[config.mk]
export PLATFORM = sky130hd
export DESIGN_NAME = lrs_pick
export DESIGN_NICKNAME = d
export VERILOG_FILES = /design/src/lrs_pkg.sv /design/src/lrs_pick.sv
export SDC_FILE = /design/constraint.sdc
export NUM_CORES = 1
export LEC_CHECK = 0
export BUFFER_PORTS_ARGS = -buffer_cell sky130_fd_sc_hd__buf_2
export CORE_UTILIZATION = 55
export DETAILED_ROUTE_END_ITERATION = 7
export PLACE_DENSITY_LB_ADDON = 0.2
export RECOVER_POWER = 50
export SETUP_SLACK_MARGIN = 0.02
export SYNTH_ARGS = -nofsm -noshare
export SYNTH_HDL_FRONTEND = slang
export SYNTH_SLANG_ARGS = --single-unit
export TNS_END_PERCENT = 1
[constraint.sdc]
create_clock -name clk_i -period 19.62 [get_ports clk_i]
set_input_delay 3.924 -clock clk_i [delete_from_list [all_inputs] [get_ports clk_i]]
set_output_delay 3.924 -clock clk_i [all_outputs]
set_load 0.02 [all_outputs]
[src/lrs_pkg.sv]
`timescale 1ns / 1ps
// ----------------------------------------------------------------------------
// lrs_pkg: shared types, codes and tables for the link route selector
// Event kinds, route modes, per-link record layout, reset and energy tables,
// the divide-by-ten helper and the score adjustment by mode.
// ----------------------------------------------------------------------------
package lrs_pkg;

  localparam int DefaultNumLinks = 4;

  // field widths
  localparam int KindW     = 3;
  localparam int LinkIdW   = 2;
  localparam int LatW      = 16;
  localparam int DepthW    = 16;
  localparam int TimeW     = 32;
  localparam int ModeW     = 3;
  localparam int MarginW   = 16;
  localparam int DeliveryW = 10;
  localparam int StreakW   = 8;
  localparam int ScoreW    = 18;
  localparam int CfgIdxW   = 2;
  localparam int CfgDataW  = 32;
  localparam int InDataW   = 72;
  localparam int OutDataW  = 24;

  // event kinds
  localparam logic [KindW-1:0] KindSetUp   = 3'd0;
  localparam logic [KindW-1:0] KindSetLive = 3'd1;
  localparam logic [KindW-1:0] KindSuccess = 3'd2;
  localparam logic [KindW-1:0] KindFailure = 3'd3;
  localparam logic [KindW-1:0] KindQueue   = 3'd4;
  localparam logic [KindW-1:0] KindChoose  = 3'd5;

  // route modes
  localparam logic [ModeW-1:0] ModeBalanced  = 3'd0;
  localparam logic [ModeW-1:0] ModeOnlyFirst = 3'd1;
  localparam logic [ModeW-1:0] ModeOnlyLast  = 3'd4;
  localparam logic [ModeW-1:0] ModeRange     = 3'd5;
  localparam logic [ModeW-1:0] ModePowerSave = 3'd6;
  localparam logic [ModeW-1:0] ModeRedundant = 3'd7;

  // config register indexes
  localparam logic [CfgIdxW-1:0] CfgRouteMode  = 2'd0;
  localparam logic [CfgIdxW-1:0] CfgMaxAge     = 2'd1;
  localparam logic [CfgIdxW-1:0] CfgSticky     = 2'd2;
  localparam logic [CfgIdxW-1:0] CfgHysteresis = 2'd3;

  // config reset values
  localparam logic [ModeW-1:0]   RstRouteMode  = ModeBalanced;
  localparam logic [TimeW-1:0]   RstMaxAge     = 32'd30000;
  localparam logic [TimeW-1:0]   RstSticky     = 32'd5000;
  localparam logic [MarginW-1:0] RstHysteresis = 16'd200;

  // score terms
  localparam logic [LatW-1:0]      LatCap       = 16'd2500;
  localparam logic [DepthW-1:0]    QueueCapFrom = 16'd14;   // 90*14 is past the cap
  localparam logic [10:0]          QueueCap     = 11'd1200;
  localparam logic [6:0]           QueueWeight  = 7'd90;
  localparam logic [7:0]           StreakWeight = 8'd250;
  localparam logic [StreakW-1:0]   StreakMax    = 8'd255;
  localparam logic [StreakW-1:0]   StreakDrop   = 8'd3;
  localparam logic [DeliveryW-1:0] LiveFloor    = 10'd300;
  localparam logic [19:0]          SuccessAdd   = 20'd3000;
  localparam logic [ScoreW-1:0]    BonusRange3  = 18'sd420;
  localparam logic [ScoreW-1:0]    BonusRange2  = 18'sd320;
  localparam logic [ScoreW-1:0]    BonusRange0  = 18'sd260;
  localparam logic [ScoreW-1:0]    BonusLink1   = 18'sd250;

  // x/10 as x*ceil(2^23/10) >> 23, exact for x below 2^22
  localparam logic [23:0] DivTenMul   = 24'd838861;
  localparam int          DivTenShift = 23;

  typedef struct packed {
    logic [KindW-1:0]   kind;
    logic [LinkIdW-1:0] link_id;
    logic               flag;
    logic [LatW-1:0]    latency;
    logic [DepthW-1:0]  depth;
    logic [TimeW-1:0]   now;
  } event_t;

  typedef struct packed {
    logic [DeliveryW-1:0] delivery;
    logic [LatW-1:0]      latency;
    logic [DepthW-1:0]    queue;
    logic [StreakW-1:0]   streak;
    logic                 up;
    logic                 live;
    logic [TimeW-1:0]     utime;
  } link_rec_t;

  typedef struct packed {
    logic [LinkIdW-1:0]       chosen;
    logic signed [ScoreW-1:0] score;
    logic                     none;
  } result_t;

  function automatic logic [DeliveryW-1:0] init_delivery(input int idx);
    case (idx)
      0:       init_delivery = 10'd780;
      1:       init_delivery = 10'd850;
      default: init_delivery = 10'd800;
    endcase
  endfunction

  function automatic logic [LatW-1:0] init_latency(input int idx);
    case (idx)
      0:       init_latency = 16'd900;
      1:       init_latency = 16'd120;
      2:       init_latency = 16'd350;
      default: init_latency = 16'd450;
    endcase
  endfunction

  // all entries sit below 1000
  function automatic logic [9:0] energy_cost(input int idx);
    case (idx)
      0:       energy_cost = 10'd600;
      1:       energy_cost = 10'd420;
      2:       energy_cost = 10'd650;
      default: energy_cost = 10'd560;
    endcase
  endfunction

  function automatic logic [LatW-1:0] div10(input logic [19:0] x);
    logic [43:0] p;
    p = 44'(x) * 44'(DivTenMul);
    div10 = LatW'(p >> DivTenShift);
  endfunction

  // signed score adjustment for link idx under the given mode
  function automatic logic signed [ScoreW-1:0] mode_adjust(input logic [ModeW-1:0] mode,
                                                          input int idx);
    logic signed [ScoreW-1:0] adj;
    adj = '0;
    case (mode)
      ModeRange: begin
        if (idx == 3) adj = BonusRange3;
        else if (idx == 2) adj = BonusRange2;
        else if (idx == 0) adj = BonusRange0;
      end
      ModePowerSave: begin
        adj = -$signed({7'd0, energy_cost(idx), 1'b0});
      end
      ModeBalanced, ModeRedundant: begin
        if (idx == 1) adj = BonusLink1;
      end
      default: adj = '0;
    endcase
    mode_adjust = adj;
  endfunction

endpackage

[src/lrs_pick.sv]
`timescale 1ns / 1ps
// ----------------------------------------------------------------------------
// lrs_pick: best link and sticky previous route
// Picks the best usable link, favors the previous route inside the sticky
// window, and keeps the previous-route state.
// ----------------------------------------------------------------------------
module lrs_pick #(
  parameter int NUM_LINKS = lrs_pkg::DefaultNumLinks
) (
  input  logic                              clk_i,
  input  logic                              rst_ni,
  input  logic                              commit_i,
  input  logic                              usable_i [NUM_LINKS],
  input  logic signed [lrs_pkg::ScoreW-1:0] score_i  [NUM_LINKS],
  input  logic [lrs_pkg::TimeW-1:0]         now_i,
  input  logic [lrs_pkg::TimeW-1:0]         sticky_i,
  input  logic [lrs_pkg::MarginW-1:0]       margin_i,
  output lrs_pkg::result_t                  res_o
);

  localparam int IdxW = $clog2(NUM_LINKS);

  logic [IdxW-1:0]                   prev_link_q;
  logic [lrs_pkg::TimeW-1:0]         prev_time_q;
  logic                              have_prev_q;

  logic [IdxW-1:0]                   top_link;
  logic signed [lrs_pkg::ScoreW-1:0] top_score;
  logic                              top_valid;
  logic                              prev_ok;
  logic signed [lrs_pkg::ScoreW:0]   prev_bar;
  logic                              keep_prev;
  logic [IdxW-1:0]                   best;
  logic signed [lrs_pkg::ScoreW-1:0] best_score;
  logic                              valid;

  // first strictly greater score wins, so a tie keeps the lower link
  always_comb begin
    top_valid = 1'b0;
    top_link  = '0;
    top_score = '0;
    for (int i = 0; i < NUM_LINKS; i++) begin
      if (usable_i[i] && (!top_valid || score_i[i] > top_score)) begin
        top_valid = 1'b1;
        top_score = score_i[i];
        top_link  = IdxW'(i);
      end
    end
  end

  assign prev_ok  = have_prev_q && ((now_i - prev_time_q) < sticky_i) && usable_i[prev_link_q];
  // both sides of the margin compare are signed, one bit wider than a score
  assign prev_bar = $signed({score_i[prev_link_q][lrs_pkg::ScoreW-1], score_i[prev_link_q]})
                  + $signed({3'b000, margin_i});
  assign keep_prev = prev_ok &&
                     (!top_valid ||
                      ($signed({top_score[lrs_pkg::ScoreW-1], top_score}) < prev_bar));

  assign best       = keep_prev ? prev_link_q : top_link;
  assign best_score = keep_prev ? score_i[prev_link_q] : top_score;
  assign valid      = top_valid || keep_prev;

  always_comb begin
    res_o.chosen = valid ? lrs_pkg::LinkIdW'(best) : '0;
    res_o.score  = valid ? best_score : '0;
    res_o.none   = !valid;
  end

  always_ff @(posedge clk_i or negedge rst_ni) begin
    if (!rst_ni) begin
      prev_link_q <= '0;
      prev_time_q <= '0;
      have_prev_q <= 1'b0;
    end else if (commit_i) begin
      prev_link_q <= valid ? best : '0;
      prev_time_q <= now_i;
      have_prev_q <= valid;
    end
  end

endmodule
# ---- Word level (Yosys, flattened, before mapping)
# Index checks and enable logic that the tools add are counted.
# Widths: inputs -> output; s select.
dict set report totals {
  ff_bits 35
  word_cells 49
  out_inout_bits 21
  inputBits 159
}
dict set report classes {
  magnitude_cmp 6
  n_addsub 2
  n_bitwise 1
  n_reduce_logical 16
  mux 21
}
# cell count
set op_table {}
lappend op_table {{$mux 18} 8}
lappend op_table {{$gt 18x18->1} 3}
lappend op_table {{$bmux 18 s2} 1}
lappend op_table {{$lt 32x32->1} 1}
lappend op_table {{$sub 32x32->32} 1}
lappend op_table {{$add 18x17->19} 1}
lappend op_table {{$lt 18x19->1} 1}
lappend op_table {{$mux 2} 4}
lappend op_table {{$mux 1} 7}
lappend op_table {{$logic_and 1x1->1} 6}
lappend op_table {{$logic_not 1->1} 5}
lappend op_table {{$logic_or 1x1->1} 5}
lappend op_table {{$ge 3x3->1 const B} 1}
lappend op_table {{$not 2->3} 1}
lappend op_table {{$bmux 1 s2} 1}

# ---- Longest topological paths before layout
dict set report depth {
  ltp_word 18
  depth_mapped 43
  ltp_nobuf 37
}

# ---- Worst setup path before layout
# No wires, ideal clock.
dict set report synth_timing {
  kind {input-to-output}
  start {in usable_i[3] in the netlist's numbering}
  end {out res_o[19] in the netlist's numbering}
  arrival_ns 12.488
  n_path_buf 8
  slack_ns 3.208
  cell_stages 43
  required_ns 15.696
  path_cell_list {buf_2 -> clkbuf_1 -> nand2_1 -> ha_1 -> nand4_1 -> a211oi_1 -> o311ai_1 -> and4_1 -> nor2_1 -> clkbuf_1 -> nand2_1 -> o21ai_0 -> inv_1 -> ha_1 -> a211oi_2 -> nor2_1 -> o31a_1 -> o2111a_1 -> [... 7 more ...] -> or4_1 -> and3_1 -> nor3_4 -> buf_4 -> buf_2 -> mux2i_1 -> ha_1 -> a21o_1 -> a21o_1 -> a21o_1 -> a21o_1 -> a211o_1 -> a21oi_1 -> nand2_1 -> o31ai_2 -> o221ai_2 -> buf_6 -> mux2i_1}
}
# item line
set synth_lines {}
lappend synth_lines {{start, declared} lrs_pick.sv:13} ;# input logic usable_i [NUM_LINKS],
lappend synth_lines {{end, declared} lrs_pick.sv:18} ;# output lrs_pkg::result_t res_o

==> flow_summary.ini <==
[clocking]
clkLatencyLatePin_ns = 0.28
numCtsBuffers = 5
cts.htree.levels = 2
cts_resized = 0
ctsHoldBuffers = 0
clock_sinks = 35
path_clk_slew_ns = 0.05
cts_buffer_depth = 2
cts_root_buffer = clkbuf_16
cts_setup_buffers = 0
cts_tree = built

[setup_path]
rrSetupSlack_ns = 13.74
criticalPathCategory = in -> out
cp-end-kind = primary output
critPathRequiredTime_ns = 15.70
critPathLaunchType = input pin
cp_max_fo = 34
critPathTopFamily = compound AO/OA/AOI/OAI gates
critPathBufInv = 4
max_stage_delay_ns = 0.88
cp_slowest_cell = nor2_2
arrival_ns = 14.19
crit_top_cell = ha_1

[yosys]
synth_edf_count = 0
synth_seq_area_share_pct = 11.51
synth_top_area_cell = ha_1
synth_cells = 947
yosys-top-cells-area = ha_1, dfrtp_1, inv_1, mux4_2, nand2_1
synthFlopType = dfrtp_1
synthTopCellsByCount = ha_1, inv_1, nand2_1
synth_nets = 1258
synth_area_sq_mm = 0.007609
post-synth-top-count-cell = ha_1
synthArstFlopShare_pct = 100.0
syn_area_per_cell_sq_um = 8.034
ys_warn_count = 0
synth-seq-cells = 35
yosysUniqueCellTypes = 66
yosysTopAreaCellShare_pct = 24.67

[routing]
vias = 7472
vias_per_cell = 5.783
wl_per_cell_microns = 15.66
drt_pre_antenna_iters = 5
ant_nets = 0
drc = 0
drt-total-wl_microns = 20230
drt_iter0_drc = 300

[die]
core_sq_mm = 0.01335
std_cell_rows = 42
io_pins = 180
die_w_microns = 119.6
initial_core_util_pct = 57.00
die_h_microns = 119.6
fp.dieArea_sq_mm = 0.01431

[global_routing]
grt_max_degree = 68
grt_pass1_vias = 7416
grt-ovfl-total = 0
grt_usage_pct = 28.62
antenna_found_initial = 1
grt_first_pass_wirelength_microns = 33150

[cells_and_area]
layoutNonFillerInstCount = 1292
synthToLayoutAreaGrowth_pct = 15.74
antenna_cells = 0
layout-drive-gt1-share_pct = 22.40
final_net_count = 1426

[placement]
dp_hpwl_microns = 16960
dp_cells = 1284
gp_congestion = 0.9672
port_buffers = 179

[power_and_ir_drop]
p_leak_nw = 4.801
ir_drop_v = 0.00004630
powerDensity_mw_per_mm2 = 99.50

[run]
maxCapViolCount = 2

[timing]
fin_crit_sh_pct = 92.33
finalHoldViolations = 0
finalSetupTns_ns = 0
final-setup-viol-count = 0
slew_viol_final = 104
fin_crit_ns = 18.11
fin_skew_ns = 0.005804
tightestPinTransition_ns = 2.450
maxSlewHeadroom_pct = -63.35
max_freq_mhz = 55.20
rsz0062_at_grt = no

[worst_hold_path]
hold_class = reg -> reg

[status]
violations = capacitance limit, slew limit
run_status = finished with violations
[final cells by class]
cell class / instances / area (sq um)
clock inverter: 3 / 15.01
fill: 1274 / 4542
timing repair buffer: 183 / 923.4
inverter: 132 / 495.5
multi-input combinational: 758 / 6151
tap: 176 / 220.2
clock buffer: 5 / 125.1
sequential: 35 / 875.8
[flip-flops by register name, indices dropped and copies added, names as in the netlist]
| signal | cells |
|---|---|
| have_prev_q | 1 |
| prev_time_q | 32 |
| prev_link_q | 2 |
[cells in the final DEF, fill, tap and decap left out, drive strengths merged, types with 6 or more instances in the layout]
master,instances
a211oi,11
nand2,97
a21o,34
nor4,6
inv,132
nand4,20
ha,150
a21oi,59
o21a,9
xnor2,28
nor2,45
mux2,25
nand2b,15
mux2i,32
mux4,19
buf,181
nor3,10
nand3,9
clkbuf,7
xor2,12
o21ai,85
a211o,6
a31oi,8
nor2b,7
dfrtp,35
[routing by layer]
layer	track usage (%)	up-vias	wire (microns)
met5	0	-	13
met4	16.33	2	987
met3	2.994	62	961
met2	50.83	251	9614
met1	33.36	3416	8650
li1	-	3741	-
[through the flow]
step	setup slack (ns)	hold WS (ns)	power (W)	cell area (sq um)	utilization (%)
5_1_grt	0.7135	0.5421	0.0009539	8806	65.97
2_1_floorplan	3.208	0.4849	0.0006251	7609	-
3_3_place_gp	1.810	0.5007	0.0007805	8668	64.94
6_report	1.506	0.5266	0.0008761	8806	65.97
3_5_place_dp	1.512	0.5177	0.0007927	8668	64.94
4_1_cts	1.524	0.5372	0.0008753	8808	65.99
[final timing paths]
path                                            startpoint                     endpoint  cells after the start
worst max-delay path                           usable_i[3]                     res_o[2]                     37
worst min-delay path            prev_time_q[0]$_DFFE_PN0P_   prev_time_q[0]$_DFFE_PN0P_                      1
worst max register to register  prev_link_q[1]$_DFFE_PN0P_   prev_link_q[1]$_DFFE_PN0P_                     26
worst min register to register  prev_time_q[0]$_DFFE_PN0P_   prev_time_q[0]$_DFFE_PN0P_                      1
max in group asynchronous                           rst_ni   prev_link_q[1]$_DFFE_PN0P_                      1
min in group asynchronous                           rst_ni  prev_time_q[30]$_DFFE_PN0P_                      1
[power by group]
part	total, W	switching [W]	internal [W]
clock network	0.0000770	0.0000307	0.0000463
logic	0.000710	0.000381	0.000329
registers	0.0000892	0.00000881	0.0000804
[kinds of logic (layout without fill, tap and decap cells)]
| group | after synthesis | count (layout) | share of synthesized area [%] |
|---|---|---|---|
| AO/OA/AOI/OAI | 252 | 252 | 21.08 |
| AND/OR/NAND/NOR | 238 | 238 | 15.15 |
| adder cells (fa/ha/maj) | 152 | 152 | 25.19 |
| buffers and inverters | 154 | 323 | 7.992 |
| flip-flops | 35 | 35 | 11.51 |
| multiplexers | 76 | 76 | 14.47 |
| XOR/XNOR | 40 | 40 | 4.605 |
Note: power is estimated with default switching activity, not from simulation.
