$ cat src/lrs_pkg.sv
`timescale 1ns / 1ps
// ----------------------------------------------------------------------------
// lrs_pkg: shared types, codes and tables for the link route selector
// Event kinds, route modes, per-link record layout, reset and energy tables,
// the divide-by-ten helper and the score adjustment by mode.
// ----------------------------------------------------------------------------
package lrs_pkg;

  localparam int DefaultNumLinks = 4;

  // field widths
  localparam int KindW     = 3;
  localparam int LinkIdW   = 2;
  localparam int LatW      = 16;
  localparam int DepthW    = 16;
  localparam int TimeW     = 32;
  localparam int ModeW     = 3;
  localparam int MarginW   = 16;
  localparam int DeliveryW = 10;
  localparam int StreakW   = 8;
  localparam int ScoreW    = 18;
  localparam int CfgIdxW   = 2;
  localparam int CfgDataW  = 32;
  localparam int InDataW   = 72;
  localparam int OutDataW  = 24;

  // event kinds
  localparam logic [KindW-1:0] KindSetUp   = 3'd0;
  localparam logic [KindW-1:0] KindSetLive = 3'd1;
  localparam logic [KindW-1:0] KindSuccess = 3'd2;
  localparam logic [KindW-1:0] KindFailure = 3'd3;
  localparam logic [KindW-1:0] KindQueue   = 3'd4;
  localparam logic [KindW-1:0] KindChoose  = 3'd5;

  // route modes
  localparam logic [ModeW-1:0] ModeBalanced  = 3'd0;
  localparam logic [ModeW-1:0] ModeOnlyFirst = 3'd1;
  localparam logic [ModeW-1:0] ModeOnlyLast  = 3'd4;
  localparam logic [ModeW-1:0] ModeRange     = 3'd5;
  localparam logic [ModeW-1:0] ModePowerSave = 3'd6;
  localparam logic [ModeW-1:0] ModeRedundant = 3'd7;

  // config register indexes
  localparam logic [CfgIdxW-1:0] CfgRouteMode  = 2'd0;
  localparam logic [CfgIdxW-1:0] CfgMaxAge     = 2'd1;
  localparam logic [CfgIdxW-1:0] CfgSticky     = 2'd2;
  localparam logic [CfgIdxW-1:0] CfgHysteresis = 2'd3;

  // config reset values
  localparam logic [ModeW-1:0]   RstRouteMode  = ModeBalanced;
  localparam logic [TimeW-1:0]   RstMaxAge     = 32'd30000;
  localparam logic [TimeW-1:0]   RstSticky     = 32'd5000;
  localparam logic [MarginW-1:0] RstHysteresis = 16'd200;

  // score terms
  localparam logic [LatW-1:0]      LatCap       = 16'd2500;
  localparam logic [DepthW-1:0]    QueueCapFrom = 16'd14;   // 90*14 is past the cap
  localparam logic [10:0]          QueueCap     = 11'd1200;
  localparam logic [6:0]           QueueWeight  = 7'd90;
  localparam logic [7:0]           StreakWeight = 8'd250;
  localparam logic [StreakW-1:0]   StreakMax    = 8'd255;
  localparam logic [StreakW-1:0]   StreakDrop   = 8'd3;
  localparam logic [DeliveryW-1:0] LiveFloor    = 10'd300;
  localparam logic [19:0]          SuccessAdd   = 20'd3000;
  localparam logic [ScoreW-1:0]    BonusRange3  = 18'sd420;
  localparam logic [ScoreW-1:0]    BonusRange2  = 18'sd320;
  localparam logic [ScoreW-1:0]    BonusRange0  = 18'sd260;
  localparam logic [ScoreW-1:0]    BonusLink1   = 18'sd250;

  // x/10 as x*ceil(2^23/10) >> 23, exact for x below 2^22
  localparam logic [23:0] DivTenMul   = 24'd838861;
  localparam int          DivTenShift = 23;

  typedef struct packed {
    logic [KindW-1:0]   kind;
    logic [LinkIdW-1:0] link_id;
    logic               flag;
    logic [LatW-1:0]    latency;
    logic [DepthW-1:0]  depth;
    logic [TimeW-1:0]   now;
  } event_t;

  typedef struct packed {
    logic [DeliveryW-1:0] delivery;
    logic [LatW-1:0]      latency;
    logic [DepthW-1:0]    queue;
    logic [StreakW-1:0]   streak;
    logic                 up;
    logic                 live;
    logic [TimeW-1:0]     utime;
  } link_rec_t;

  typedef struct packed {
    logic [LinkIdW-1:0]       chosen;
    logic signed [ScoreW-1:0] score;
    logic                     none;
  } result_t;

  function automatic logic [DeliveryW-1:0] init_delivery(input int idx);
    case (idx)
      0:       init_delivery = 10'd780;
      1:       init_delivery = 10'd850;
      default: init_delivery = 10'd800;
    endcase
  endfunction

  function automatic logic [LatW-1:0] init_latency(input int idx);
    case (idx)
      0:       init_latency = 16'd900;
      1:       init_latency = 16'd120;
      2:       init_latency = 16'd350;
      default: init_latency = 16'd450;
    endcase
  endfunction

  // all entries sit below 1000
  function automatic logic [9:0] energy_cost(input int idx);
    case (idx)
      0:       energy_cost = 10'd600;
      1:       energy_cost = 10'd420;
      2:       energy_cost = 10'd650;
      default: energy_cost = 10'd560;
    endcase
  endfunction

  function automatic logic [LatW-1:0] div10(input logic [19:0] x);
    logic [43:0] p;
    p = 44'(x) * 44'(DivTenMul);
    div10 = LatW'(p >> DivTenShift);
  endfunction

  // signed score adjustment for link idx under the given mode
  function automatic logic signed [ScoreW-1:0] mode_adjust(input logic [ModeW-1:0] mode,
                                                          input int idx);
    logic signed [ScoreW-1:0] adj;
    adj = '0;
    case (mode)
      ModeRange: begin
        if (idx == 3) adj = BonusRange3;
        else if (idx == 2) adj = BonusRange2;
        else if (idx == 0) adj = BonusRange0;
      end
      ModePowerSave: begin
        adj = -$signed({7'd0, energy_cost(idx), 1'b0});
      end
      ModeBalanced, ModeRedundant: begin
        if (idx == 1) adj = BonusLink1;
      end
      default: adj = '0;
    endcase
    mode_adjust = adj;
  endfunction

endpackage

$ cat src/lrs_link_score.sv
`timescale 1ns / 1ps
// ----------------------------------------------------------------------------
// lrs_link_score: score of one link
// Usability check (allowed, up, live, fresh) and the weighted score.
// ----------------------------------------------------------------------------
module lrs_link_score #(
  parameter int LINK_IDX = 0
) (
  input  lrs_pkg::link_rec_t                rec_i,
  input  logic [lrs_pkg::ModeW-1:0]         mode_i,
  input  logic [lrs_pkg::TimeW-1:0]         max_age_i,
  input  logic [lrs_pkg::TimeW-1:0]         now_i,
  output logic                              usable_o,
  output logic signed [lrs_pkg::ScoreW-1:0] score_o
);

  logic                              allowed;
  logic                              stale;
  logic [lrs_pkg::TimeW-1:0]         age;
  logic [lrs_pkg::LatW-1:0]          lat_cost;
  logic [10:0]                       queue_cost;
  logic [15:0]                       streak_cost;
  logic signed [lrs_pkg::ScoreW-1:0] base;

  always_comb begin
    allowed = 1'b1;
    if (mode_i >= lrs_pkg::ModeOnlyFirst && mode_i <= lrs_pkg::ModeOnlyLast) begin
      allowed = (int'(mode_i) - 1) == LINK_IDX;
    end
  end

  assign age   = now_i - rec_i.utime;
  // a time stamp of zero means never updated; the fallback link never goes stale
  assign stale = (rec_i.utime != '0) && (age > max_age_i) && (LINK_IDX != 0);

  assign usable_o = allowed && rec_i.up && rec_i.live && !stale;

  assign lat_cost    = (rec_i.latency < lrs_pkg::LatCap) ? rec_i.latency : lrs_pkg::LatCap;
  assign queue_cost  = (rec_i.queue >= lrs_pkg::QueueCapFrom) ? lrs_pkg::QueueCap
                     : 11'(rec_i.queue[3:0]) * 11'(lrs_pkg::QueueWeight);
  assign streak_cost = 16'(rec_i.streak) * 16'(lrs_pkg::StreakWeight);

  assign base = $signed(18'(rec_i.delivery) * 18'd6)
              - $signed(18'(lat_cost))
              - $signed(18'(queue_cost))
              - $signed(18'(lrs_pkg::energy_cost(LINK_IDX)))
              - $signed(18'(streak_cost));

  assign score_o = base + lrs_pkg::mode_adjust(mode_i, LINK_IDX);

endmodule

$ cat config.mk
export PLATFORM = sky130hd
export DESIGN_NAME = lrs_link_score
export DESIGN_NICKNAME = d
export VERILOG_FILES = /design/src/lrs_pkg.sv /design/src/lrs_link_score.sv
export SDC_FILE = /design/constraint.sdc
export NUM_CORES = 1
export LEC_CHECK = 0
export ABC_AREA = 0
export ABC_CLOCK_PERIOD_IN_PS = 17800
export BUFFER_PORTS_ARGS = -buffer_cell sky130_fd_sc_hd__buf_4
export CORE_MARGIN = 5
export CORE_UTILIZATION = 56
export DETAILED_ROUTE_END_ITERATION = 10
export PLACE_DENSITY_LB_ADDON = 0.08
export SYNTH_ARGS = -nofsm -noshare
export SYNTH_HDL_FRONTEND = slang
export SYNTH_SLANG_ARGS = --single-unit
export TNS_END_PERCENT = 100
$ cat constraint.sdc
create_clock -name vclk -period 17.8
set_input_delay 2.67 -clock vclk [all_inputs]
set_output_delay 2.67 -clock vclk [all_outputs]
set_load 0.005 [all_outputs]
After elaboration in Yosys (flattened, before gate mapping). Cells that the tools add are included.

Input bits: 151. RAM bits: 0. Memories: 0. Latch bits: 0. Logic and storage cells: 25. Output and inout port bits: 19. Bits in read-only memories: 0. Register bits: 0.

Reduce and logical (&&, ||, !) cells: 4. Equal/unequal tests: 2. Mux-type cells: 5. Order comparisons: 4. Multiply operators: 3. $add $sub $neg: 7. Div/mod/pow operators: 0. Bitwise operators: 0. Shift operators: 0.

Operator list (count): 18-bit one-hot mux with 2 select lines (1); 32-bit logical NOT (1); 18-bit adder (1); 11-bit negation with 18-bit output (1); 17-bit by 12-bit subtractor with 18-bit output (1); 18-bit by 11-bit subtractor with 18-bit output (second input constant) (1); 18-bit by 17-bit subtractor with 18-bit output (1); 13-bit by 16-bit subtractor with 17-bit output (1); 16-bit by 4-bit >= comparator with 1-bit output (second input constant) (1); 16-bit by 12-bit < comparator with 1-bit output (second input constant) (1); 16-bit 2-to-1 mux (1); 8-bit by 7-bit multiplier with 15-bit output (second input constant) (1); 10-bit by 2-bit multiplier with 12-bit output (second input constant) (1); 11-bit 2-to-1 mux (1); 4-bit by 6-bit multiplier with 10-bit output (second input constant) (1); 10-bit 2-to-1 mux (1); 3-bit == test (second input constant) (2); 3-bit by 1-bit subtractor with 4-bit output (second input constant) (1); 3-bit by 1-bit >= comparator with 1-bit output (second input constant) (1); 3-bit less-or-equal comparator (second input constant) (1); 1-bit logical AND (3); 1-bit 2-to-1 mux (1).

Logic depth before layout (Yosys ltp).
Depth in word-level cells: 7. Gate-level depth with buffers: 26. Gate-level depth less buffers: 26.

Least setup slack after synthesis. Ideal clock, no wire load.

Path type: input -> output. Start point: in rec_i[35] in the netlist's numbering. End point: out score_o[17] in the netlist's numbering. Data arrival time: 8.346 ns. Stages on the path: 25. Setup slack: 6.784 ns. Path buffers: 0. Data required time: 15.130 ns. Cells stage by stage: fa_1 -> inv_1 -> fa_1 -> inv_1 -> fa_1 -> inv_1 -> fa_1 -> inv_1 -> ha_1 -> nand3_1 -> nor2_1 -> a211o_1 -> o31ai_1 -> o21bai_1 -> xor2_1 -> ha_1 -> fa_1 -> inv_1 -> ha_1 -> a21oi_1 -> a21oi_1 -> a211oi_1 -> o21ai_0 -> a21oi_1 -> xor2_1.

Cells in the longest elaborated chain, start to end: 3.

RTL lines: from (decl) (RTL line lrs_link_score.sv:9) `input lrs_pkg::link_rec_t rec_i,`; 8-bit by 7-bit multiplier with 15-bit output (RTL line lrs_link_score.sv:41) `assign streak_cost = 16'(rec_i.streak) * 16'(lrs_pkg::StreakWeight);`; 18-bit by 17-bit subtractor with 18-bit output (RTL line lrs_link_score.sv:47) `- $signed(18'(streak_cost));`; 18-bit adder (RTL line lrs_link_score.sv:49) `assign score_o = base + lrs_pkg::mode_adjust(mode_i, LINK_IDX);`; to (decl) (RTL line lrs_link_score.sv:14) `output logic signed [lrs_pkg::ScoreW-1:0] score_o`.

No other way between the ends.

Worst setup path after layout. Same ends and word-level chain as after synthesis.

==> impl_summary.txt <==
----------------------------------------------------
[Run status]
  Result of the run ... finished, final reports clean

[Setup path]
  Critical path launch point type ... input pin
  Worst EP required ... 15.13 ns
  Critical path data arrival time ... 9.05 ns
  Start-to-end type of the worst setup path ... in -> out
  Critical Path End Type ... output port
  Crit Path Max Fanout ... 6

[GRT]
  Via count of the first global-routing pass ... 3649
  Pin count of the biggest net entering global routing ... 13
  Initial antenna violation count ... 0
  Global-route wire length before repair ... 15500 um
  Leftover overflow at the end of global routing ... 0
  Global Route Usage Sum ... 18.6%

[Timing]
  Setup slack of the critical path after layout ... 6.08 ns
  Min cycle time layout ... 11.72 ns
  Final Hold Viols ... 0
  Measured slew at the worst slew-check pin ... 0.626 ns
  RSZ-0062 raised after global routing ... no
  Setup-failing EPs final ... 0
  Maximum clock frequency ... 85.3 MHz
  Relative slew slack ... 58.2%
  Total negative setup slack ... 0 ns
  Final Cycle Share ... 65.9%
  Final slew viol count ... 0

[Floorplanning]
  Area of the die ... 9390 um^2
  Vertical die dimension ... 96.9 um
  Core outline area ... 7290 um^2
  Die Wd ... 96.9 um
  Number of top-level pins ... 170
  Num rows ... 31
  Starting density of the core ... 58.0%

[Detailed routing]
  Drt via density ... 5.37
  DRT iter0 DRCs ... 98
  WL final ... 8780 um
  # DRC ... 0
  DR vias ... 3573
  Mean routed wirelength per cell ... 13.2 um
  Number of antenna-violating nets in the routed design ... 0
  Count of TritonRoute iterations in the first routing pass ... 4

[Layout]
  Layout cell share with drive strength beyond 1 ... 14.1%
  # fillers ... 646
  Diode insertion count for antenna repair ... 0
  Layout overhead on the synthesized area ... 15.8%
  Final net count ... 875
  Layout sequential cell count ... 0
  Most common cell after layout, fill and taps aside ... sky130_fd_sc_hd__ha_1
  Area taken by flip-flops and latches ... 0 um^2
  Highest-count cells in the layout ignoring fill and taps ... 108 x sky130_fd_sc_hd__ha_1, 80 x sky130_fd_sc_hd__inv_1, 74 x sky130_fd_sc_hd__buf_4
  Count of clock buffers in the final design ... 0

[Clock tree]
  Number of gates given a new drive strength after cts ... 0
  Count of hold buffers inserted by post-cts repair ... 0
  Post-CTS repair timing setup buffer count ... 0

[Run]
  Number of maximum-capacitance constraint violations ... 0

[Placement]
  Routability congestion estimate from global placement ... 0.837
  DP Wirelength ... 8080 um
  Setup Slack @ Placement ... 6.09 ns
  Port buffer count ... 74

[Logic synthesis]
  Post-Synthesis Cell Area ... 4230 um^2
  Nets in the synthesized netlist ... 802
  Average footprint of a synthesized cell ... 8.54 um^2
  Share of the yosys chip area belonging to registers ... 0%
  Synthesized instance count ... 495
  Yosys cell types ... 47
  Ys Warns ... 0

[Worst hold path]
  Class of the tightest hold or removal check ... in -> out

----------------------------------------------------
per-layer routing:
layer,GRT usage [%],up-vias,share of wire (%)
met3,2.81,4,6.0
met5,0,-,0
li1,-,1845,-
met4,0.648,0,0.32
met2,32.0,94,46
met1,26.2,1630,48
critical path, stage by stage:
cell and delay, ns:
sky130_fd_sc_hd__buf_4 0.16, sky130_fd_sc_hd__fa_1 0.53, sky130_fd_sc_hd__inv_1 0.05, sky130_fd_sc_hd__fa_1 0.49, sky130_fd_sc_hd__inv_1 0.05, sky130_fd_sc_hd__fa_1 0.52, sky130_fd_sc_hd__inv_1 0.06, sky130_fd_sc_hd__fa_1 0.50
sky130_fd_sc_hd__inv_1 0.04, sky130_fd_sc_hd__ha_1 0.34, sky130_fd_sc_hd__nand3_1 0.11, sky130_fd_sc_hd__nor2_1 0.04, sky130_fd_sc_hd__a211o_1 0.30, sky130_fd_sc_hd__o31ai_1 0.38, sky130_fd_sc_hd__o21bai_1 0.15, sky130_fd_sc_hd__xor2_1 0.17
sky130_fd_sc_hd__ha_1 0.32, sky130_fd_sc_hd__fa_1 0.52, sky130_fd_sc_hd__inv_1 0.05, sky130_fd_sc_hd__ha_1 0.35, sky130_fd_sc_hd__a21oi_1 0.23, sky130_fd_sc_hd__a21oi_1 0.10, sky130_fd_sc_hd__a211oi_1 0.31, sky130_fd_sc_hd__o21ai_0 0.14
sky130_fd_sc_hd__a21oi_1 0.19, sky130_fd_sc_hd__xor2_1 0.16, sky130_fd_sc_hd__buf_4 0.13
path summary, 6_finish.rpt:
| kind | start | end | slack (ns) | depth (start not counted) |
|---|---|---|---|---|
| max | rec_i[35] | score_o[17] | 6.08 | 27 |
| min | rec_i[33] | usable_o | 5.67 | 3 |
synth_stat cells (2+ instances only):
library cell                 n  area share, %
sky130_fd_sc_hd__a22oi_1     2           0.36
sky130_fd_sc_hd__nand4_1     4           0.59
sky130_fd_sc_hd__or4_1       3           0.53
sky130_fd_sc_hd__ha_1      108             32
sky130_fd_sc_hd__a211o_1     2           0.41
sky130_fd_sc_hd__fa_1       48             23
sky130_fd_sc_hd__o21ai_1     7           0.83
sky130_fd_sc_hd__nor2b_1    10            1.5
sky130_fd_sc_hd__clkbuf_1    3           0.27
sky130_fd_sc_hd__nand2b_1    7            1.0
sky130_fd_sc_hd__or3_1       3           0.44
sky130_fd_sc_hd__and3_1      2           0.30
sky130_fd_sc_hd__o22ai_1     2           0.30
sky130_fd_sc_hd__a221o_1     2           0.47
sky130_fd_sc_hd__xor2_1     18            3.7
sky130_fd_sc_hd__and4_1      2           0.41
sky130_fd_sc_hd__xnor2_1    25            5.2
sky130_fd_sc_hd__o21a_1      6            1.1
sky130_fd_sc_hd__inv_1      80            7.1
sky130_fd_sc_hd__o21ai_0    16            1.9
sky130_fd_sc_hd__a21oi_1    31            3.7
sky130_fd_sc_hd__or2_2       4           0.59
sky130_fd_sc_hd__nand3_1     6           0.71
sky130_fd_sc_hd__a211oi_1    6            1.1
sky130_fd_sc_hd__nor3_1      5           0.59
sky130_fd_sc_hd__nand2_1    25            2.2
sky130_fd_sc_hd__nor4_1      4           0.59
sky130_fd_sc_hd__and2_1      4           0.59
sky130_fd_sc_hd__a21o_1     11            2.0
sky130_fd_sc_hd__nor2_1     24            2.1
sky130_fd_sc_hd__o21bai_1    9            1.6
layout make-up:
cell class	instances	area, um^2	area share, %
Multi-Input combinational cell	412	3920	80.0
Inverter	80	300	6.13
Timing Repair Buffer	74	556	11.3
Tap cell	99	124	2.53
cell families (layout without fill, tap and decap cells):
group	count (synthesis)	count (layout)	synth area share, %
buf+inv	83	154	7.37
simple gates	106	106	12.8
xor+xnor	43	43	8.91
other cells	1	1	0.0887
fa+ha+maj	156	156	54.7
compound gates	106	106	16.2
per-stage QoR:
stage | hold slack, ns | area (um^2) | std cells | util, %
5_1_grt | 5.69 | 4900 | 665 | 67.1
6_report | 5.67 | 4900 | 665 | 67.1
2_1_floorplan | 5.44 | 4230 | 495 | -
3_3_place_gp | 5.69 | 4900 | 665 | 67.1
4_1_cts | 5.67 | 4900 | 665 | 67.1
3_5_place_dp | 5.67 | 4900 | 665 | 67.1
Power is left out: the tool's default activity adds up to more than one toggle a clock period on the data nets, which glitch-free logic cannot reach.
